$ cat src/hdl/ork_pkg.sv
// Shared types and constants for the fixed-point ODE integrator.
// Used by the interfaces, the configuration block, the sequencer and the datapath.
`timescale 1ns / 1ps

package ork_pkg;

  localparam int STEP_CNT_W = 10;
  localparam int VAL_W      = 32;
  localparam int H_W        = 20;
  localparam int METHOD_W   = 2;
  localparam int ADDR_W     = 4;
  localparam int DATA_W     = 32;
  localparam int ACC_W      = 35;
  localparam int PROD_W     = H_W + 1 + VAL_W;

  localparam logic [METHOD_W-1:0] METH_EULER = 2'd0;
  localparam logic [METHOD_W-1:0] METH_HEUN  = 2'd1;

  localparam logic [METHOD_W-1:0] RST_METHOD    = 2'd2;
  localparam logic [H_W-1:0]      RST_STEP_SIZE = 20'd6554;
  localparam logic [VAL_W-1:0]    RST_INITIAL_Y = 32'd6554;

  // Digit-serial divide by six, one byte of the dividend per cycle.
  localparam int DIV_W       = 40;
  localparam int DIG_W       = 8;
  localparam int DIV_DIGITS  = DIV_W / DIG_W;
  localparam int DIV_CNT_W   = 3;
  localparam int REM_W       = 3;
  localparam int V_W         = REM_W + DIG_W;
  localparam int RECIP_W     = 10;
  localparam int RECIP_SH    = 12;
  localparam logic [RECIP_W-1:0] RECIP_6 = 10'd683;
  localparam logic [V_W-1:0]     DIVISOR = 11'd6;
  // Bias of six times 2^31 makes the dividend positive; plus three for rounding.
  localparam logic [DIV_W-1:0]   DIV_OFFSET = 40'd12884901891;
  localparam logic [DIV_W-1:0]   Q_BIAS     = 40'd2147483648;

  typedef enum logic [1:0] {
    REG_METHOD    = 2'd0,
    REG_STEP_SIZE = 2'd1,
    REG_INITIAL_Y = 2'd2,
    REG_SPARE     = 2'd3
  } reg_idx_t;

  typedef struct packed {
    logic [METHOD_W-1:0] method;
    logic [H_W-1:0]      step_size;
    logic [VAL_W-1:0]    initial_y;
  } cfg_t;

  typedef enum logic [3:0] {
    OP_HOLD,
    OP_START,
    OP_SLOPE1,
    OP_MUL,
    OP_TRIAL,
    OP_KSLOPE,
    OP_DIVLD,
    OP_AVG,
    OP_YMUL,
    OP_YADD
  } dp_op_t;

  typedef struct packed {
    dp_op_t op;
    logic   mid;
  } dp_ctrl_t;

  typedef struct packed {
    logic div_done;
  } dp_stat_t;

  typedef enum logic [3:0] {
    ST_IDLE,
    ST_K1,
    ST_MUL,
    ST_TRIAL,
    ST_KSLOPE,
    ST_DIVLD,
    ST_DIV,
    ST_AVG,
    ST_YMUL,
    ST_YADD,
    ST_FIN
  } state_t;

  typedef enum logic [1:0] {
    KS_2,
    KS_3,
    KS_4
  } kstage_t;

  function automatic logic [VAL_W-1:0] sat32(input logic signed [63:0] v);
    logic [VAL_W-1:0] r;
    if (v > 64'sd2147483647) begin
      r = 32'h7FFF_FFFF;
    end else if (v < -64'sd2147483648) begin
      r = 32'h8000_0000;
    end else begin
      r = v[VAL_W-1:0];
    end
    return r;
  endfunction

  function automatic logic sat32_hit(input logic signed [63:0] v);
    return (v > 64'sd2147483647) || (v < -64'sd2147483648);
  endfunction

endpackage

$ cat src/hdl/ork_if.sv
// Stream interfaces for the integrator's command and result channels.
// Depends on ork_pkg for the payload widths.
`timescale 1ns / 1ps

interface ork_cmd_if;
  logic                            valid;
  logic                            ready;
  logic [ork_pkg::STEP_CNT_W-1:0]  step_count;

  modport source(output valid, output step_count, input ready);
  modport sink(input valid, input step_count, output ready);
endinterface

interface ork_res_if;
  logic                            valid;
  logic                            ready;
  logic signed [ork_pkg::VAL_W-1:0] final_y;
  logic                            overflow;

  modport source(output valid, output final_y, output overflow, input ready);
  modport sink(input valid, input final_y, input overflow, output ready);
endinterface

$ cat src/hdl/ode_runge_kutta_integrator.sv
// Fixed-point integrator of dy/dx = x + y by Euler, Heun or fourth-order Runge-Kutta.
// Each step runs on one shared multiplier; the fourth-order step also runs a byte-serial
// divide by six. The block works on one item at a time.
// A new item is taken while the previous result waits in the output register.
// Synchronous reset restores the configuration defaults and empties the output.
`timescale 1ns / 1ps

module ode_runge_kutta_integrator #(
  parameter int MAX_STEPS = 1024,
  parameter int FRAC_BITS = 16
) (
  input  logic                       clk,
  input  logic                       rst,
  input  logic                       psel,
  input  logic                       penable,
  input  logic                       pwrite,
  input  logic [ork_pkg::ADDR_W-1:0] paddr,
  input  logic [ork_pkg::DATA_W-1:0] pwdata,
  output logic [ork_pkg::DATA_W-1:0] prdata,
  output logic                       pready,
  ork_cmd_if.sink                    cmd,
  ork_res_if.source                  res
);

  ork_pkg::cfg_t             cfg;
  ork_pkg::dp_ctrl_t         ctl;
  ork_pkg::dp_stat_t         stat;
  logic [ork_pkg::VAL_W-1:0] y;
  logic                      ovf;

  ork_cfg u_cfg (
    .clk     (clk),
    .rst     (rst),
    .psel    (psel),
    .penable (penable),
    .pwrite  (pwrite),
    .paddr   (paddr),
    .pwdata  (pwdata),
    .prdata  (prdata),
    .pready  (pready),
    .cfg     (cfg)
  );

  ork_dp #(
    .FRAC_BITS (FRAC_BITS)
  ) u_dp (
    .clk  (clk),
    .rst  (rst),
    .cfg  (cfg),
    .ctl  (ctl),
    .stat (stat),
    .y    (y),
    .ovf  (ovf)
  );

  ork_ctrl #(
    .MAX_STEPS (MAX_STEPS)
  ) u_ctrl (
    .clk    (clk),
    .rst    (rst),
    .cmd    (cmd),
    .res    (res),
    .method (cfg.method),
    .ctl    (ctl),
    .stat   (stat),
    .y      (y),
    .ovf    (ovf)
  );

endmodule

$ cat src/hdl/ork_cfg.sv
// Configuration registers behind an APB-style write/read port.
// Depends on ork_pkg for the register map and the cfg_t bundle.
`timescale 1ns / 1ps

module ork_cfg (
  input  logic                       clk,
  input  logic                       rst,
  input  logic                       psel,
  input  logic                       penable,
  input  logic                       pwrite,
  input  logic [ork_pkg::ADDR_W-1:0] paddr,
  input  logic [ork_pkg::DATA_W-1:0] pwdata,
  output logic [ork_pkg::DATA_W-1:0] prdata,
  output logic                       pready,
  output ork_pkg::cfg_t              cfg
);

  ork_pkg::reg_idx_t idx;
  logic              wr;

  assign idx    = ork_pkg::reg_idx_t'(paddr[ork_pkg::ADDR_W-1:2]);
  assign wr     = psel && penable && pwrite;
  assign pready = 1'b1;

  always_ff @(posedge clk) begin
    if (rst) begin
      cfg.method    <= ork_pkg::RST_METHOD;
      cfg.step_size <= ork_pkg::RST_STEP_SIZE;
      cfg.initial_y <= ork_pkg::RST_INITIAL_Y;
    end else if (wr) begin
      unique case (idx)
        ork_pkg::REG_METHOD:    cfg.method    <= pwdata[ork_pkg::METHOD_W-1:0];
        ork_pkg::REG_STEP_SIZE: cfg.step_size <= pwdata[ork_pkg::H_W-1:0];
        ork_pkg::REG_INITIAL_Y: cfg.initial_y <= pwdata[ork_pkg::VAL_W-1:0];
        default: ;
      endcase
    end
  end

  always_comb begin
    unique case (idx)
      ork_pkg::REG_METHOD:    prdata = ork_pkg::DATA_W'(cfg.method);
      ork_pkg::REG_STEP_SIZE: prdata = ork_pkg::DATA_W'(cfg.step_size);
      ork_pkg::REG_INITIAL_Y: prdata = ork_pkg::DATA_W'(cfg.initial_y);
      default:                prdata = '0;
    endcase
  end

endmodule

$ cat src/hdl/ork_div6.sv
// Digit-serial floor division of a positive 40-bit value by six, one byte per cycle.
// Depends on ork_pkg for widths and the reciprocal constant.
`timescale 1ns / 1ps

module ork_div6 (
  input  logic                      clk,
  input  logic                      rst,
  input  logic                      start,
  input  logic [ork_pkg::DIV_W-1:0] dividend,
  output logic [ork_pkg::DIV_W-1:0] quotient,
  output logic                      done
);

  logic                          busy;
  logic [ork_pkg::DIV_CNT_W-1:0] cnt;
  logic [ork_pkg::DIV_W-1:0]     dvd;
  logic [ork_pkg::REM_W-1:0]     rem;
  logic [ork_pkg::V_W-1:0]       v;
  logic [ork_pkg::V_W+ork_pkg::RECIP_W-1:0] vmul;
  logic [ork_pkg::DIG_W-1:0]     qd;
  logic [ork_pkg::V_W-1:0]       back;

  // Each partial value is below 1536, where the reciprocal product is exact.
  assign v    = {rem, dvd[ork_pkg::DIV_W-1 -: ork_pkg::DIG_W]};
  assign vmul = (ork_pkg::V_W+ork_pkg::RECIP_W)'(v) *
                (ork_pkg::V_W+ork_pkg::RECIP_W)'(ork_pkg::RECIP_6);
  assign qd   = vmul[ork_pkg::RECIP_SH +: ork_pkg::DIG_W];
  assign back = ork_pkg::V_W'(qd) * ork_pkg::DIVISOR;
  assign done = busy && (cnt == ork_pkg::DIV_CNT_W'(ork_pkg::DIV_DIGITS - 1));

  always_ff @(posedge clk) begin
    if (rst) begin
      busy <= 1'b0;
      cnt  <= '0;
    end else if (start) begin
      busy <= 1'b1;
      cnt  <= '0;
    end else if (busy) begin
      cnt <= cnt + 1'b1;
      if (done) begin
        busy <= 1'b0;
      end
    end
  end

  always_ff @(posedge clk) begin
    if (start) begin
      dvd <= dividend;
      rem <= '0;
    end else if (busy) begin
      dvd      <= {dvd[ork_pkg::DIV_W-ork_pkg::DIG_W-1:0], ork_pkg::DIG_W'(0)};
      rem      <= ork_pkg::REM_W'(v - back);
      quotient <= {quotient[ork_pkg::DIV_W-ork_pkg::DIG_W-1:0], qd};
    end
  end

endmodule

$ cat src/hdl/ork_dp.sv
// Integrator datapath: state registers, the shared step-size multiplier with
// rounding and saturation, the slope accumulator and the divide-by-six unit.
// Depends on ork_pkg and ork_div6.
`timescale 1ns / 1ps

module ork_dp #(
  parameter int FRAC_BITS = 16
) (
  input  logic                      clk,
  input  logic                      rst,
  input  ork_pkg::cfg_t             cfg,
  input  ork_pkg::dp_ctrl_t         ctl,
  output ork_pkg::dp_stat_t         stat,
  output logic [ork_pkg::VAL_W-1:0] y,
  output logic                      ovf
);

  localparam logic signed [63:0] HALF_LO = 64'sd1 <<< (FRAC_BITS - 1);
  localparam logic signed [63:0] HALF_HI = 64'sd1 <<< FRAC_BITS;

  logic [ork_pkg::VAL_W-1:0]        x, yt, k, xm, xh, avg;
  logic signed [ork_pkg::ACC_W-1:0] acc;
  logic signed [ork_pkg::PROD_W-1:0] prod;

  logic signed [ork_pkg::H_W:0]     hs;
  logic signed [ork_pkg::VAL_W-1:0] opnd;
  logic signed [63:0] x64, y64, xsel64, p64, rnd, h64, hh64;
  logic signed [63:0] s_slope1, s_xm, s_xh, s_trial, s_kslope, s_avg;
  logic [ork_pkg::VAL_W-1:0]        knew;
  logic signed [63:0] kw;
  logic [ork_pkg::DIV_W-1:0]        quotient;
  logic                             div_done;

  ork_div6 u_div (
    .clk      (clk),
    .rst      (rst),
    .start    (ctl.op == ork_pkg::OP_DIVLD),
    .dividend (ork_pkg::DIV_W'(acc) + ork_pkg::DIV_OFFSET),
    .quotient (quotient),
    .done     (div_done)
  );

  assign stat.div_done = div_done;

  assign hs     = $signed({1'b0, cfg.step_size});
  assign opnd   = (ctl.op == ork_pkg::OP_YMUL) ? $signed(avg) : $signed(k);
  assign x64    = 64'($signed(x));
  assign y64    = 64'($signed(y));
  assign h64    = 64'(hs);
  assign hh64   = (h64 + 64'sd1) >>> 1;
  assign p64    = 64'(prod);
  assign rnd    = ctl.mid ? ((p64 + HALF_HI) >>> (FRAC_BITS + 1))
                          : ((p64 + HALF_LO) >>> FRAC_BITS);
  assign xsel64 = ctl.mid ? 64'($signed(xm)) : 64'($signed(xh));

  assign s_slope1 = x64 + y64;
  assign s_xm     = x64 + hh64;
  assign s_xh     = x64 + h64;
  assign s_trial  = y64 + rnd;
  assign s_kslope = xsel64 + 64'($signed(yt));
  assign knew     = ork_pkg::sat32(s_kslope);
  assign kw       = ctl.mid ? (64'($signed(knew)) <<< 1) : 64'($signed(knew));

  always_comb begin
    if (cfg.method == ork_pkg::METH_EULER) begin
      s_avg = 64'(acc);
    end else if (cfg.method == ork_pkg::METH_HEUN) begin
      s_avg = (64'(acc) + 64'sd1) >>> 1;
    end else begin
      s_avg = $signed(64'(quotient) - 64'(ork_pkg::Q_BIAS));
    end
  end

  always_ff @(posedge clk) begin
    if (rst) begin
      ovf <= 1'b0;
    end else begin
      unique case (ctl.op)
        ork_pkg::OP_START:  ovf <= 1'b0;
        ork_pkg::OP_SLOPE1: ovf <= ovf | ork_pkg::sat32_hit(s_slope1)
                                       | ork_pkg::sat32_hit(s_xh);
        ork_pkg::OP_TRIAL:  ovf <= ovf | ork_pkg::sat32_hit(s_trial);
        ork_pkg::OP_KSLOPE: ovf <= ovf | ork_pkg::sat32_hit(s_kslope);
        ork_pkg::OP_AVG:    ovf <= ovf | ork_pkg::sat32_hit(s_avg);
        ork_pkg::OP_YADD:   ovf <= ovf | ork_pkg::sat32_hit(s_trial);
        default: ;
      endcase
    end
  end

  always_ff @(posedge clk) begin
    unique case (ctl.op)
      ork_pkg::OP_START: begin
        x <= '0;
        y <= cfg.initial_y;
      end
      ork_pkg::OP_SLOPE1: begin
        k   <= ork_pkg::sat32(s_slope1);
        acc <= ork_pkg::ACC_W'($signed(ork_pkg::sat32(s_slope1)));
        xm  <= ork_pkg::sat32(s_xm);
        xh  <= ork_pkg::sat32(s_xh);
      end
      ork_pkg::OP_MUL, ork_pkg::OP_YMUL: begin
        prod <= hs * opnd;
      end
      ork_pkg::OP_TRIAL: begin
        yt <= ork_pkg::sat32(s_trial);
      end
      ork_pkg::OP_KSLOPE: begin
        k   <= knew;
        acc <= acc + ork_pkg::ACC_W'(kw);
      end
      ork_pkg::OP_AVG: begin
        avg <= ork_pkg::sat32(s_avg);
      end
      ork_pkg::OP_YADD: begin
        y <= ork_pkg::sat32(s_trial);
        x <= xh;
      end
      default: ;
    endcase
  end

endmodule

$ cat src/hdl/ork_ctrl.sv
// Sequencer for the integrator: walks each step through the shared datapath
// and holds the result register on the output channel.
// Depends on ork_pkg and the stream interfaces.
`timescale 1ns / 1ps

module ork_ctrl #(
  parameter int MAX_STEPS = 1024
) (
  input  logic                         clk,
  input  logic                         rst,
  ork_cmd_if.sink                      cmd,
  ork_res_if.source                    res,
  input  logic [ork_pkg::METHOD_W-1:0] method,
  output ork_pkg::dp_ctrl_t            ctl,
  input  ork_pkg::dp_stat_t            stat,
  input  logic [ork_pkg::VAL_W-1:0]    y,
  input  logic                         ovf
);

  localparam int CNT_W = $clog2(MAX_STEPS + 1);

  ork_pkg::state_t  state, state_next;
  ork_pkg::kstage_t kidx, kidx_next;
  logic [CNT_W-1:0] steps_left, steps_left_next;
  logic [CNT_W-1:0] n_clamped;
  logic [31:0]      sc_ext;
  logic             is_euler, is_heun, is_rk4, load_out;

  assign is_euler  = (method == ork_pkg::METH_EULER);
  assign is_heun   = (method == ork_pkg::METH_HEUN);
  assign is_rk4    = !is_euler && !is_heun;
  assign sc_ext    = 32'(cmd.step_count);
  assign n_clamped = (sc_ext > 32'(MAX_STEPS)) ? CNT_W'(MAX_STEPS) : CNT_W'(sc_ext);

  always_ff @(posedge clk) begin
    if (rst) begin
      state      <= ork_pkg::ST_IDLE;
      kidx       <= ork_pkg::KS_2;
      steps_left <= '0;
    end else begin
      state      <= state_next;
      kidx       <= kidx_next;
      steps_left <= steps_left_next;
    end
  end

  always_comb begin
    state_next      = state;
    kidx_next       = kidx;
    steps_left_next = steps_left;
    ctl.op          = ork_pkg::OP_HOLD;
    ctl.mid         = 1'b0;
    cmd.ready       = 1'b0;
    load_out        = 1'b0;
    unique case (state)
      ork_pkg::ST_IDLE: begin
        cmd.ready = !rst;
        if (cmd.valid && !rst) begin
          ctl.op          = ork_pkg::OP_START;
          steps_left_next = n_clamped;
          state_next      = (n_clamped == '0) ? ork_pkg::ST_FIN : ork_pkg::ST_K1;
        end
      end
      ork_pkg::ST_K1: begin
        ctl.op     = ork_pkg::OP_SLOPE1;
        kidx_next  = ork_pkg::KS_2;
        state_next = is_euler ? ork_pkg::ST_AVG : ork_pkg::ST_MUL;
      end
      ork_pkg::ST_MUL: begin
        ctl.op     = ork_pkg::OP_MUL;
        ctl.mid    = is_rk4 && (kidx != ork_pkg::KS_4);
        state_next = ork_pkg::ST_TRIAL;
      end
      ork_pkg::ST_TRIAL: begin
        ctl.op     = ork_pkg::OP_TRIAL;
        ctl.mid    = is_rk4 && (kidx != ork_pkg::KS_4);
        state_next = ork_pkg::ST_KSLOPE;
      end
      ork_pkg::ST_KSLOPE: begin
        ctl.op  = ork_pkg::OP_KSLOPE;
        ctl.mid = is_rk4 && (kidx != ork_pkg::KS_4);
        if (!is_rk4) begin
          state_next = ork_pkg::ST_AVG;
        end else if (kidx == ork_pkg::KS_4) begin
          state_next = ork_pkg::ST_DIVLD;
        end else begin
          kidx_next  = (kidx == ork_pkg::KS_2) ? ork_pkg::KS_3 : ork_pkg::KS_4;
          state_next = ork_pkg::ST_MUL;
        end
      end
      ork_pkg::ST_DIVLD: begin
        ctl.op     = ork_pkg::OP_DIVLD;
        state_next = ork_pkg::ST_DIV;
      end
      ork_pkg::ST_DIV: begin
        if (stat.div_done) begin
          state_next = ork_pkg::ST_AVG;
        end
      end
      ork_pkg::ST_AVG: begin
        ctl.op     = ork_pkg::OP_AVG;
        state_next = ork_pkg::ST_YMUL;
      end
      ork_pkg::ST_YMUL: begin
        ctl.op     = ork_pkg::OP_YMUL;
        state_next = ork_pkg::ST_YADD;
      end
      ork_pkg::ST_YADD: begin
        ctl.op          = ork_pkg::OP_YADD;
        steps_left_next = steps_left - 1'b1;
        state_next      = (steps_left == CNT_W'(1)) ? ork_pkg::ST_FIN : ork_pkg::ST_K1;
      end
      ork_pkg::ST_FIN: begin
        if (!res.valid || res.ready) begin
          load_out   = 1'b1;
          state_next = ork_pkg::ST_IDLE;
        end
      end
      default: begin
        state_next = ork_pkg::ST_IDLE;
      end
    endcase
  end

  always_ff @(posedge clk) begin
    if (rst) begin
      res.valid <= 1'b0;
    end else if (load_out) begin
      res.valid <= 1'b1;
    end else if (res.ready) begin
      res.valid <= 1'b0;
    end
  end

  always_ff @(posedge clk) begin
    if (load_out) begin
      res.final_y  <= $signed(y);
      res.overflow <= ovf;
    end
  end

endmodule

$ cat src/flat_wrapper.sv
// flat-port wrapper written by rule: the top's interface ports become plain ports
module ode_runge_kutta_integrator_flat 
#(
  parameter int MAX_STEPS = 1024,
  parameter int FRAC_BITS = 16
)
  (clk, rst, psel, penable, pwrite, paddr, pwdata, prdata, pready, cmd_valid, cmd_step_count, cmd_ready, res_valid, res_final_y, res_overflow, res_ready);
  ork_cmd_if cmd_i ();
  ork_res_if res_i ();
  input  logic clk;
  input  logic rst;
  input  logic psel;
  input  logic penable;
  input  logic pwrite;
  input  logic [ork_pkg::ADDR_W-1:0] paddr;
  input  logic [ork_pkg::DATA_W-1:0] pwdata;
  output logic [ork_pkg::DATA_W-1:0] prdata;
  output logic pready;
  input wire logic [$bits(cmd_i.valid)-1:0] cmd_valid;
  input wire logic [$bits(cmd_i.step_count)-1:0] cmd_step_count;
  output wire logic [$bits(cmd_i.ready)-1:0] cmd_ready;
  output wire logic [$bits(res_i.valid)-1:0] res_valid;
  output wire logic [$bits(res_i.final_y)-1:0] res_final_y;
  output wire logic [$bits(res_i.overflow)-1:0] res_overflow;
  input wire logic [$bits(res_i.ready)-1:0] res_ready;
  assign cmd_i.valid = cmd_valid;
  assign cmd_i.step_count = cmd_step_count;
  assign cmd_ready = cmd_i.ready;
  assign res_valid = res_i.valid;
  assign res_final_y = res_i.final_y;
  assign res_overflow = res_i.overflow;
  assign res_i.ready = res_ready;
  ode_runge_kutta_integrator #(.MAX_STEPS(MAX_STEPS), .FRAC_BITS(FRAC_BITS)) u_core (.clk(clk), .rst(rst), .psel(psel), .penable(penable), .pwrite(pwrite), .paddr(paddr), .pwdata(pwdata), .prdata(prdata), .pready(pready), .cmd(cmd_i), .res(res_i));
endmodule
$ cat config.mk
export PLATFORM = sky130hd
export DESIGN_NAME = ode_runge_kutta_integrator_flat
export DESIGN_NICKNAME = d
export VERILOG_FILES = /design/src/hdl/ork_pkg.sv /design/src/hdl/ork_if.sv /design/src/hdl/ode_runge_kutta_integrator.sv /design/src/hdl/ork_cfg.sv /design/src/hdl/ork_div6.sv /design/src/hdl/ork_dp.sv /design/src/hdl/ork_ctrl.sv /design/src/flat_wrapper.sv
export SDC_FILE = /design/constraint.sdc
export NUM_CORES = 2
export LEC_CHECK = 0
export BUFFER_PORTS_ARGS = -buffer_cell sky130_fd_sc_hd__buf_4
export CAP_MARGIN = 20
export CORE_MARGIN = 10
export CORE_UTILIZATION = 45
export CTS_CLUSTER_DIAMETER = 80
export DETAILED_ROUTE_END_ITERATION = 7
export SYNTH_ARGS = -nofsm -noshare
export SYNTH_HDL_FRONTEND = slang
export SYNTH_HIERARCHICAL = 1
export SYNTH_SLANG_ARGS = --single-unit
$ cat constraint.sdc
create_clock -name clk -period 14.8 [get_ports clk]
set_input_delay 1.48 -clock clk [delete_from_list [all_inputs] [get_ports clk]]
set_output_delay 1.48 -clock clk [all_outputs]
set_load 0.01 [all_outputs]
==> flow_summary.json <==
{
  "grt_pass1_vias": 43515,
  "worstReg2RegEnd": "u_core/u_dp/acc[34]$_DFFE_PP_",
  "initial_core_util_pct": 45.4,
  "drive_above_1_share_pct": 7.97,
  "top_layer": "met4",
  "yosysTopAreaCellShare_pct": 23.3,
  "slew_viol_final": 0,
  "io_pins": 121,
  "final_cell_area_um2": 61200,
  "synth_nets": 7175,
  "cts_hold_buf": 0,
  "routed_wl_um": 167000,
  "reg2reg_from": "u_core/u_ctrl/state[2]$_SDFFE_PP0P_",
  "remaining_drc_errors": 0,
  "synth_edf_count": 410,
  "hold_depth": 0,
  "port_buffers": 117,
  "cts_tree": "built",
  "min_period_over_period_pct": 76.0,
  "grt_pass1_wl_um": 260000,
  "clockBufferDepth": 3,
  "ff2ff_path_depth": 35,
  "rows": 130,
  "clk-insertion-delay-late_ns": 0.64,
  "synthCells": 6076,
  "synth-main-ff-cell": "edfxtp_1",
  "cts_made_buffers": 51,
  "cts.clk_slew.worst_paths_ns": 0.07,
  "min_path_type": "reg -> reg",
  "avgRoutedWirePerCell_um": 21.8,
  "die_x_um": 377,
  "clock_sinks": 490,
  "hold_start": "u_core/u_dp/u_div/quotient[29]$_DFFE_PP_",
  "cpLargestDelayFamily": "compound AO/OA/AOI/OAI gates",
  "wl_met2_um": 76300,
  "finalWeightedCongestion": 0.902,
  "synth_area_leaders": "fa_1 23%, edfxtp_1 22%, ha_1 8.3%, inv_1 4.8%, nand2_1 4.8%",
  "finClkSkew_ns": 0.0477,
  "htreeDepth": 2,
  "via_per_inst": 5.66,
  "fin_setup_tns_ns": 0,
  "cp.required_ns": 15.11,
  "path_class": "reg -> reg",
  "crit_path_max_incr_delay_ns": 0.75,
  "synth-seq-cells": 490,
  "core_um2": 126000,
  "die_area_um2": 142000,
  "drtAntennaViolNets": 0,
  "max_cap_violations": 0,
  "end_kind": "flip-flop",
  "crit_path_start_kind": "flip-flop",
  "dr.pass1.iters": 7,
  "ys_seq_area_share_pct": 24.3,
  "placed_area_um2": 59400,
  "syn_area_per_cell_um2": 9.42,
  "grt_antenna_before_repair": 2,
  "crit_path_frequent_cell": "a21o_1",
  "async_reset_ff_share_pct": 0,
  "synth_top_cell_by_area": "fa_1",
  "area_growth_pct": 6.94,
  "drt-met1-wl_um": 73700,
  "worst-path-buf-inv": 3,
  "nNetsFinal": 7083,
  "syn_area_um2": 57200,
  "status": "completed",
  "finalSetupViolCount": 0,
  "tightest_slew_ns": 1.15,
  "cts-root-buf": "clkbuf_16",
  "post_cts_buffers": 0,
  "hold_slack_ns": 0.451,
  "slew_headroom_pct": 22.5,
  "grtUsageTotal_pct": 23.4,
  "path_max_fanout": 74,
  "cts_resized": 0,
  "hold_viol": 0,
  "synthDistinctLibCells": 115,
  "die_y_um": 377,
  "stdcell_count": 7678,
  "grt_setup_unrepaired": "no",
  "rrSetupSlack_ns": 3.56,
  "crit_arrival_ns": 11.55,
  "grt_start_max_net_pins": 78,
  "timing.fmax_mhz": 89.0,
  "drt_iter0_markers": 3722,
  "gr-total-overflow": 0,
  "dp.cells": 7579,
  "final_common_cell": "inv_1",
  "fin_crit_ns": 11.24,
  "met3_wirelength_um": 11800,
  "vias": 43472,
  "dp_hpwl_um": 129000,
  "final_cell_mix": "737 x inv_1, 725 x nand2_1, 666 x fa_1",
  "synth-warning-count": 6,
  "hold_path_end": "u_core/u_dp/u_div/quotient[37]$_DFFE_PP_",
  "slowest_stage": "a2111oi_0"
}
[registers in the layout, indices dropped and copies added (netlist names), 35 cells and up]
name	flops
u_core/u_dp/u_div/dvd	40
u_core/u_dp/prod	38
u_core/u_cfg/cfg	54
u_core/u_dp/u_div/quotient	40
u_core/u_dp/acc	35
[synth_stat cells, drive strengths merged (14+ instances only)]
library cell and count:
a211oi 47, a21o 84, a21oi 318, a22o 19, a31oi 39, and2 313
and3 91, buf 50, clkbuf 274, dfxtp 80, edfxtp 410, fa 666
ha 380, inv 738, mux2 130, mux2i 80, nand2 726, nand2b 103
nand3 92, nand4 60, nor2 279, nor2b 49, nor3 68, nor4 18
o211ai 27, o21a 40, o21ai 274, o21bai 19, o31ai 18, or2 14
or3 23, xnor2 225, xor2 127
[cell families after synthesis]
kind of cell / count (synthesis) / synth area share [%]
and+or+nand+nor: 1896 / 16.3
buffers and inverters: 1062 / 7.14
adders and majority gates: 1046 / 31.6
AOI/OAI and AO/OA: 1019 / 11.3
DFF: 490 / 24.3
xor gates and xnor gates: 352 / 5.39
muxes: 210 / 3.96
other: 1 / 0.00655
[cell type report]
class / count / area, µm²
Sequential cell: 490 / 13900
Inverter: 738 / 2770
Antenna cell: 2 / 5.00
Tap cell: 1650 / 2060
Clock buffer: 70 / 1460
Clock inverter: 25 / 299
Multi-Input combinational cell: 4524 / 39300
Timing Repair Buffer: 179 / 1350
Fill cell: 11847 / 64900
[worst reg2reg max path: cells and delay by family (launching register included)]
| family | cells | cell delay, ns |
|---|---|---|
| AOI/OAI and AO/OA | 17 | 5.15 |
| adders and majority gates | 3 | 1.18 |
| buffers and inverters | 3 | 0.84 |
| DFF | 1 | 0.69 |
| muxes | 1 | 0.45 |
| and+or+nand+nor | 11 | 2.64 |
[metrics by stage]
| step | utilization, % | worst slack, ns |
|---|---|---|
| 5_1_grt | 48.5 | 2.66 |
| 2_1_floorplan | - | 4.75 |
| 3_3_place_gp | 47.1 | 3.47 |
| 3_5_place_dp | 47.1 | 3.39 |
| 6_report | 48.5 | 3.56 |
| 4_1_cts | 48.5 | 3.65 |
[metal layers]
layer	vias to the layer above	track usage (%)
li1	20079	-
met1	21731	32.8
met2	1425	37.2
met3	237	3.63
met4	0	7.36
met5	-	0
[how the worst max path moves through the flow]
| stage | slack [ns] | start | cells after the start | end |
|---|---|---|---|---|
| final | 3.56 | u_core/u_ctrl/state[2]$_SDFFE_PP0P_ | 35 | u_core/u_dp/acc[34]$_DFFE_PP_ |
| after floorplan | 4.75 | rst | 32 | u_core/u_dp/prod[49]$_DFFE_PP_ |
| after global routing | 2.66 | u_core/u_ctrl/state[2]$_SDFFE_PP0P_ | 36 | u_core/u_dp/acc[34]$_DFFE_PP_ |
| after detailed placement | 3.39 | rst | 32 | u_core/u_dp/prod[49]$_DFFE_PP_ |
| after CTS | 3.65 | u_core/u_ctrl/state[2]$_SDFFE_PP0P_ | 35 | u_core/u_dp/acc[34]$_DFFE_PP_ |
| after global placement | 3.47 | rst | 34 | u_core/u_dp/prod[49]$_DFFE_PP_ |
Power is left out: the tool's default activity adds up to more than one toggle a clock period on the data nets, which glitch-free logic cannot reach.
